### config.mk
export PLATFORM = sky130hd
export DESIGN_NAME = bnf_frame_mean
export DESIGN_NICKNAME = d
export VERILOG_FILES = /design/src/design/bnf_pkg.sv /design/src/design/bnf_frame_mean.sv
export SDC_FILE = /design/constraint.sdc
export NUM_CORES = 1
export LEC_CHECK = 0
export BUFFER_PORTS_ARGS = -buffer_cell sky130_fd_sc_hd__buf_2
export CORE_MARGIN = 10
export CORE_UTILIZATION = 28
export CTS_BUF_LIST = sky130_fd_sc_hd__clkbuf_8
export CTS_CLUSTER_SIZE = 25
export DETAILED_ROUTE_END_ITERATION = 12
export PLACE_DENSITY = 0.44
export RECOVER_POWER = 50
export SETUP_SLACK_MARGIN = 0.1
export SLEW_MARGIN = 20
export SYNTH_ARGS = -nofsm -noshare
export SYNTH_HDL_FRONTEND = slang
export SYNTH_SLANG_ARGS = --single-unit
export TNS_END_PERCENT = 1
### constraint.sdc
create_clock -name clk -period 5.49 [get_ports clk]
set_input_delay 0 -clock clk [delete_from_list [all_inputs] [get_ports clk]]
set_output_delay 0 -clock clk [all_outputs]
set_load 0.02 [all_outputs]
### src/design/bnf_pkg.sv
`default_nettype none

package bnf_pkg;

    // substitute for a sample flagged as not finite, -90 dB in Q8.8
    localparam logic signed [15:0] NONFINITE_DB = -16'sd23040;

    // register reset values
    localparam logic [15:0]        RISE_ALPHA_RESET = 16'd655;
    localparam logic signed [15:0] INIT_FLOOR_RESET = -16'sd12800;
    localparam logic signed [15:0] BIAS_COMP_RESET  = 16'sd2304;

    // configuration register indexes
    localparam int CFG_INDEX_W = 2;
    localparam logic [CFG_INDEX_W-1:0] CFG_RISE_ALPHA = 2'd0;
    localparam logic [CFG_INDEX_W-1:0] CFG_INIT_FLOOR = 2'd1;
    localparam logic [CFG_INDEX_W-1:0] CFG_BIAS_COMP  = 2'd2;

    // input opcodes
    localparam logic OP_SAMPLE  = 1'b0;
    localparam logic OP_RESTART = 1'b1;

    // input item
    typedef struct packed {
        logic              opcode;
        logic signed [15:0] energy_db;
        logic              not_finite;
    } sample_t;

    // result item
    typedef struct packed {
        logic [2:0]         band_index;
        logic signed [15:0] band_floor_db;
        logic               frame_done;
        logic signed [15:0] global_floor_db;
    } floor_result_t;

    // window scan control and status
    typedef struct packed {
        logic               start;
        logic signed [15:0] energy_db;
    } scan_req_t;

    typedef struct packed {
        logic               done;
        logic signed [15:0] min_db;
    } scan_rsp_t;

    // frame mean control and status
    typedef struct packed {
        logic               start;
        logic signed [15:0] bias_db;
    } mean_req_t;

    typedef struct packed {
        logic               done;
        logic signed [15:0] global_db;
    } mean_rsp_t;

    // main sequencer states
    typedef enum logic [2:0] {
        ST_IDLE,
        ST_SCAN,
        ST_MULT,
        ST_UPDATE,
        ST_MEAN,
        ST_HOLD
    } ctl_state_t;

endpackage

`default_nettype wire

### src/design/bnf_frame_mean.sv
`default_nettype none

module bnf_frame_mean #(
    parameter int NUM_BANDS = 8
) (
    input  logic                                    clk,
    input  logic                                    rst_n,
    input  bnf_pkg::mean_req_t                      req,
    input  logic signed [16 + $clog2(NUM_BANDS)-1:0] sum,
    output bnf_pkg::mean_rsp_t                      rsp
);

    localparam int SUM_W  = 16 + $clog2(NUM_BANDS);
    // reciprocal scale: exact floor quotient for every dividend below 2**SUM_W
    localparam int SHIFT  = SUM_W + $clog2(NUM_BANDS);
    localparam int MUL_W  = SHIFT + 1;
    localparam int PROD_W = SUM_W + MUL_W;
    localparam logic [63:0] RECIP_FULL =
        ((64'd1 << SHIFT) + 64'(NUM_BANDS) - 64'd1) / 64'(NUM_BANDS);
    localparam logic [MUL_W-1:0] RECIP = RECIP_FULL[MUL_W-1:0];
    // offset that makes the sum non-negative, removed again from the quotient
    localparam logic [SUM_W-1:0] OFFSET = SUM_W'(NUM_BANDS * 32768);

    logic [SUM_W-1:0]   dividend_reg;
    logic [15:0]        quot_reg;
    logic               mul_reg;
    logic               add_reg;
    logic               done_reg;
    logic signed [15:0] bias_reg;
    logic signed [15:0] global_reg;

    logic [PROD_W-1:0]  prod;
    logic signed [17:0] g_wide;
    logic signed [15:0] g_sat;

    // quotient by reciprocal multiplication
    assign prod = PROD_W'(dividend_reg) * PROD_W'(RECIP);

    // mean plus bias, saturated
    always_comb
    begin
        g_wide = $signed({2'b00, quot_reg}) - 18'sd32768 + 18'(bias_reg);
        if (g_wide > 18'sd32767)
        begin
            g_sat = 16'sh7FFF;
        end
        else if (g_wide < -18'sd32768)
        begin
            g_sat = 16'sh8000;
        end
        else
        begin
            g_sat = g_wide[15:0];
        end
    end

    // dividend, quotient and result
    always_ff @(posedge clk)
    begin
        if (req.start)
        begin
            dividend_reg <= $unsigned(sum) + OFFSET;
            bias_reg     <= req.bias_db;
        end
        if (mul_reg)
        begin
            quot_reg <= prod[SHIFT +: 16];
        end
        if (add_reg)
        begin
            global_reg <= g_sat;
        end
    end

    // stage status
    always_ff @(posedge clk or negedge rst_n)
    begin
        if (!rst_n)
        begin
            mul_reg  <= 1'b0;
            add_reg  <= 1'b0;
            done_reg <= 1'b0;
        end
        else
        begin
            mul_reg  <= req.start;
            add_reg  <= mul_reg;
            done_reg <= add_reg;
        end
    end

    assign rsp.done      = done_reg;
    assign rsp.global_db = global_reg;

endmodule

`default_nettype wire

==> reports/results.ini, run 1 <==
[status]
status = finished with violations
violations = max-capacitance violations, max-slew violations

[detailed_routing]
first_pass_iters = 4
ant_nets = 0
dr.first_iter.drc_count = 84
wl_per_cell_um = 13.4
wl_mm = 6.26
via_count = 2047
drc = 0
vias_per_cell = 4.37

[global_routing]
grt_pass1_vias = 2213
grt.met2_usage = 0.122
grt_use_met3 = 0.0261
grt_max_degree = 34
grt_use_total = 0.0825
grt_overflow_total = 0
antenna_found_initial = 0
grt_pass1_wl_mm = 10.7
grt.met1_usage = 0.102
top_usage_layer = met2

[sta]
slew_viol_final = 34
worst_slew_pin_slew_ps = 1790
period_share = 0.535
period_needed_ps = 2940
final.setup.tns_ps = 0
clock.fmax_mhz = 340
setup_viol = 0
relSlewSlack = -0.194
fin_worst_skew_ps = 9.53
rsz0062_at_grt = no
hold_viol = 0
fin_ws_ps = 2550

[critical_path]
critical-path-top-delay-family = compound AO/OA/AOI/OAI gates
critPathMaxFanout = 15
max_stage_delay_ps = 440
cp.arrival_ps = 3110
ff2ff_setup_slack_ps = 2550
cpMaxStageDelayCell = fa_1
critical_path_class = reg2reg
crit_path_end_kind = flip-flop
crit_path_cell_trace = ha_1 -> fa_1 -> a211oi_1 -> o211a_1 -> nor3_2 -> a311oi_2 -> o21ba_4 -> nor3b_4 -> nor3_1
cp.buffers_inverters = 0
crit_path_start_kind = flip-flop
critPathRequiredTime_ps = 5660

[clock_network]
cts_setup_buffers = 0
h-tree-depth = 3
numCtsBuffers = 9
clockBufferDepth = 2
cts_root_buf = clkbuf_8
holdBufCountCts = 34
cts_resized = 0
clock-sinks = 67
clkLatencyLatePin_ps = 350
clk_pin_slew_ps = 80
cts_tree = built

[synthesis]
synthAdderAreaFrac = 0.0686
synth_compound_area_frac = 0.141
ys_top_cells_by_area = edfxtp_1, ha_1, a21oi_1
ys_seq_area_frac = 0.622
yosys_warnings = 0
yosysMostFrequentCell = edfxtp_1
async_flop_share = 0.0448
synth_nets = 289
synth_cells = 234
synth.top_cell.area_share = 0.599
synth_seq_cells = 67
synth_top_cell_by_area = edfxtp_1
avgSynthCellArea_sq_um = 13.7
ys_types = 44
synth_ff_type = edfxtp_1
synth_edf_count = 64
synthTopCellsByCount = edfxtp_1, a21oi_1, nor2_1
syn-cell-area_sq_um = 3210
synth_top_family_by_area = compound AO/OA/AOI/OAI gates
synth.mux.area_fraction = 0.0101
synthSimpleGateAreaFrac = 0.101
synth-xor-area-share = 0.0273

[cells_and_area]
final_area_sq_um = 4080
final_net_count = 375
layout-drive-gt1-share = 0.258
final_cells = 468
n_fill_cell = 1123
area_growth_pct = 27.1
antenna_cells = 0

[min_path]
hold_path_class = in2reg

[floorplan]
fp.dieArea_sq_um = 16100
row_count = 39
die_w_um = 127
io-pin-count = 55
core_area_sq_um = 11300
initial_core_util = 0.283
fp.dieH_um = 127

[placement]
place_area_sq_um = 3570
dp_slack_ps = 2530
post-place-cells = 418
numPortBuffers = 51
hpwlAfterDp_mm = 4.59
place_congestion = 0.778

[power_and_ir_drop]
p_per_area_nw_per_um2 = 347
peakVddDrop_v = 0.000124
power.total_w = 0.00142
total_leakage_power_nw = 1.56

[job]
cap_violations = 1

worst paths after layout:
check,start,cells past startpoint,end
setup / recovery,quot_reg[0],9,global_reg[6]
hold / removal,req[6],2,bias_reg[6]
setup reg to reg,quot_reg[0],9,global_reg[6]
hold reg to reg,dividend_reg[6],0,quot_reg[3]
max in group asynchronous,rst_n,3,add_reg
min in group asynchronous,rst_n,3,done_reg
final cells by class:
class / count / area, sq um / share of cell area
well taps: 143 / 179 / 0.0439
clock buffers: 10 / 138 / 0.0337
flip-flops and latches: 67 / 2000 / 0.489
inverters: 6 / 22.5 / 0.00552
multi-input cells: 151 / 1120 / 0.274
repair buffers: 85 / 594 / 0.146
clock inverters: 6 / 33.8 / 0.00828
logic make-up after synthesis:
group | after synthesis
flops | 67
compound gates | 65
simple gates | 57
fa+ha+maj | 17
buf+inv | 16
xor+xnor | 10
mux | 2
routing by layer:
metal  share of wire  vias up
met5               0        -
met4           0.024        0
met3           0.041       11
met2            0.43       43
met1            0.50      927
li1                -     1066
where the power goes:
| group | switching, W | internal, W |
|---|---|---|
| registers | 0.0000196 | 0.000643 |
| clock network | 0.000181 | 0.000172 |
| logic | 0.000238 | 0.000164 |
placed cells by master, fill, tap and decap left out, drive strengths merged, types with 2 or more instances in the layout:
cell / synthesis / layout
nor3: 20 / 20
a21oi: 27 / 27
o21bai: 3 / 3
xnor2: 6 / 6
o21a: 2 / 2
nand4: 2 / 2
nand2: 7 / 7
o211ai: 2 / 2
dlygate4sd3: 0 / 34
nor2: 19 / 19
a21o: 6 / 6
buf: 9 / 50
or2: 2 / 2
clkinvlp: 0 / 2
clkinv: 0 / 3
a211oi: 5 / 5
ha: 16 / 16
and2: 2 / 2
nand3: 2 / 2
inv: 6 / 7
o21ai: 11 / 11
xor2: 4 / 4
dfrtp: 3 / 3
edfxtp: 64 / 64
mux2i: 2 / 2
clkbuf: 1 / 11
worst reg2reg max path: stages (launching register included):
cell and delay, ps:
edfxtp_1 370, ha_1 260, fa_1 440, a211oi_1 330, o211a_1 280, nor3_2 70
a311oi_2 360, o21ba_4 250, nor3b_4 130, nor3_1 280
per-stage QoR:
step	utilization	hold slack, ps
after global placement	0.315	-202
after CTS	0.361	167
after global routing	0.360	346
after detailed placement	0.315	-199
final	0.360	349
after floorplan	-	-296
Power figures use the tool's default switching activity.
==> inputs of run 2 (changes only) <==
--- a/config.mk
+++ b/config.mk
@@ -5,6 +5,7 @@
 export SDC_FILE = /design/constraint.sdc
 export NUM_CORES = 1
 export LEC_CHECK = 0
+export ABC_AREA = 1
 export BUFFER_PORTS_ARGS = -buffer_cell sky130_fd_sc_hd__buf_2
 export CORE_MARGIN = 10
 export CORE_UTILIZATION = 28
==> constraint.sdc (replaced) <==
create_clock -name clk -period 2.8 [get_ports clk]
set_input_delay 0 -clock clk [delete_from_list [all_inputs] [get_ports clk]]
set_output_delay 0 -clock clk [all_outputs]
set_load 0.02 [all_outputs]
==> reports/results.ini, run 2 <==
[job]
cap_violations = 1  ; unchanged

[clock_network]
clk_pin_slew_ps = 70  ; about the same
cts_root_buf = clkbuf_8
cts_resized = 0  ; unchanged
h-tree-depth = 3  ; unchanged
cts_tree = built
clock-sinks = 67  ; unchanged
clkLatencyLatePin_ps = 340  ; about the same
clockBufferDepth = 2  ; unchanged
cts_setup_buffers = 0  ; unchanged
holdBufCountCts = 34  ; unchanged
numCtsBuffers = 9  ; unchanged

[synthesis]
async_flop_share = 0.0448  ; unchanged
synth_edf_count = 64  ; unchanged
synth.top_cell.area_share = 0.611  ; +0.0126
synth_seq_cells = 67  ; unchanged
syn-cell-area_sq_um = 3140  ; -2.1%
ys_types = 25  ; -43%
synth_cells = 281  ; +20%
synthTopCellsByCount = nand2_1, edfxtp_1, inv_1
synth_ff_type = edfxtp_1
synth_top_cell_by_area = edfxtp_1
yosys_warnings = 0  ; unchanged
ys_seq_area_frac = 0.635  ; +0.0131
synth_nets = 336  ; +16%
avgSynthCellArea_sq_um = 11.2  ; -18%
ys_top_cells_by_area = edfxtp_1, nand2_1, ha_1
yosysMostFrequentCell = nand2_1

[global_routing]
grt_overflow_total = 0  ; unchanged
grt_max_degree = 34  ; unchanged
grt_pass1_wl_mm = 10.3  ; -3.1%
grt_use_total = 0.0802  ; -0.00232
antenna_found_initial = 0  ; unchanged
grt_pass1_vias = 2251  ; +1.7%

[cells_and_area]
postLayoutCoreUtil = 0.371  ; +0.0104
layout-drive-gt1-share = 0.203  ; -0.0553
area_growth_pct = 29.0
final_net_count = 429  ; +14%
antenna_cells = 0  ; unchanged
n_fill_cell = 1126  ; +0.27%
final_common_cell = nand2_1
final_area_sq_um = 4060  ; -0.61%
mostFrequentLayoutCells = nand2_1, edfxtp_1, buf_2

[detailed_routing]
drc = 0  ; unchanged
first_pass_iters = 4  ; unchanged
wl_per_cell_um = 11.4  ; -15%
ant_nets = 0  ; unchanged
dr.first_iter.drc_count = 116  ; +38%
via_count = 2073  ; +1.3%
wl_mm = 5.93  ; -5.2%
vias_per_cell = 3.99  ; -8.7%

[power_and_ir_drop]
power.total_w = 0.00275  ; +94%
total_leakage_power_nw = 1.80  ; +16%
p_per_area_nw_per_um2 = 679  ; +96%
peakVddDrop_v = 0.000268  ; +120%

[floorplan]
core_area_sq_um = 10900  ; -3.4%
io-pin-count = 55  ; unchanged
row_count = 38  ; -2.6%
die_w_um = 126  ; -0.87%
fp.dieArea_sq_um = 15900  ; -1.7%
initial_core_util = 0.287  ; +0.00393
fp.dieH_um = 126  ; -0.87%

[status]
violations = max-capacitance violations, max-slew violations
status = finished with violations

[sta]
relSlewSlack = -0.160  ; +0.0340
period_needed_ps = 2340  ; -600 ps
fin_worst_skew_ps = 6.70  ; -2.83 ps
clock.fmax_mhz = 428  ; +26%
hold_viol = 0  ; unchanged
rsz0062_at_grt = no
period_share = 0.835  ; +0.300
hold_ws_ps = 358  ; +9.13 ps
slew_viol_final = 34  ; unchanged
final.setup.tns_ps = 0  ; unchanged
worst_slew_pin_slew_ps = 1740  ; -51.0 ps
setup_viol = 0  ; unchanged

[placement]
hpwlAfterDp_mm = 4.55  ; -0.87%
place_congestion = 0.758  ; -2.5%
numPortBuffers = 51  ; unchanged
place_area_sq_um = 3530  ; -0.98%

[critical_path]
max_stage_delay_ps = 410  ; -30 ps
crit_path_start_kind = flip-flop
crit_path_cell_trace = ha_1 -> fa_1 -> nand2_1 -> nand2_1 -> nand3_1 -> nand2_2 -> nand2_1 -> nand2_1 -> nand2_2 -> nand4_1 -> nand2_4 -> nand2_1
critPathRequiredTime_ps = 2890  ; -2770 ps
critPathMaxFanout = 15  ; unchanged
cp_common_cell = nand2_1
critical_path_class = reg2reg
cpMaxStageDelayCell = fa_1
cp.arrival_ps = 2430  ; -680 ps
crit_path_end_kind = flip-flop

[min_path]
hold_path_class = in2reg

[run 2: cell count changes after synthesis, moves of 6 or more]
cell,before,now
nor3_2,8,0
nand2_1,7,93
nand3_1,2,12
inv_1,6,27
nand2_2,0,8
nor3_1,12,2
a21oi_1,26,12
o21ai_0,8,2
a21o_1,6,0
[run 2: cell families after synthesis]
kind of cell    share of synthesized area
xor+xnor                           0.0307
simple gates                        0.189
flops                               0.635
compound gates                     0.0271
fa+ha+maj                          0.0701
buf+inv                            0.0482
[run 2: stage by stage]
step	worst slack, ps	cells
final	462	519
after global placement	492	469
after global routing	245	519
after floorplan	658	281
after CTS	440	519
after detailed placement	459	469
[run 2: worst max-delay path: cells and delay by family (launching register included)]
| kind | cells | cell delay (ps) |
|---|---|---|
| DFF | 1 | 380 |
| and+or+nand+nor | 10 | 1010 |
| adders and majority gates | 2 | 670 |
[run 2: cell type report]
cell class,instances,area [sq um],area share
Multi-Input combinational cell,181,995,0.245
Sequential cell,67,2000,0.492
Tap cell,140,175,0.0432
Clock inverter,7,58.8,0.0145
Clock buffer,9,124,0.0305
Timing Repair Buffer,85,593,0.146
Inverter,30,113,0.0278
[run 2: worst paths after layout]
path                                          to  cells after the start  slack [ps]              from
worst min-delay path            dividend_reg[13]                      2         360           sum[13]
worst min register to register      quot_reg[10]                      0         420  dividend_reg[13]
worst max-delay path              global_reg[13]                     12         460       quot_reg[0]
min in group asynchronous               done_reg                      3         520             rst_n
max in group asynchronous                mul_reg                      3        2140             rst_n
worst max register to register    global_reg[13]                     12         460       quot_reg[0]
[run 2: power by group]
| part | switching [W] | internal (W) | total, W |
|---|---|---|---|
| registers | 0.0000367 | 0.00126 | 0.00130 |
| clock network | 0.000348 | 0.000398 | 0.000746 |
| logic | 0.000442 | 0.000265 | 0.000707 |
| total | 0.000827 | 0.00193 | 0.00275 |
[run 2: layer usage]
metal / vias up / track usage / share of wire
met1: 903 / 0.104 / 0.53
met5: - / 0 / 0
met3: 9 / 0.0243 / 0.036
li1: 1118 / - / -
met2: 43 / 0.115 / 0.41
met4: 0 / 0.0482 / 0.022
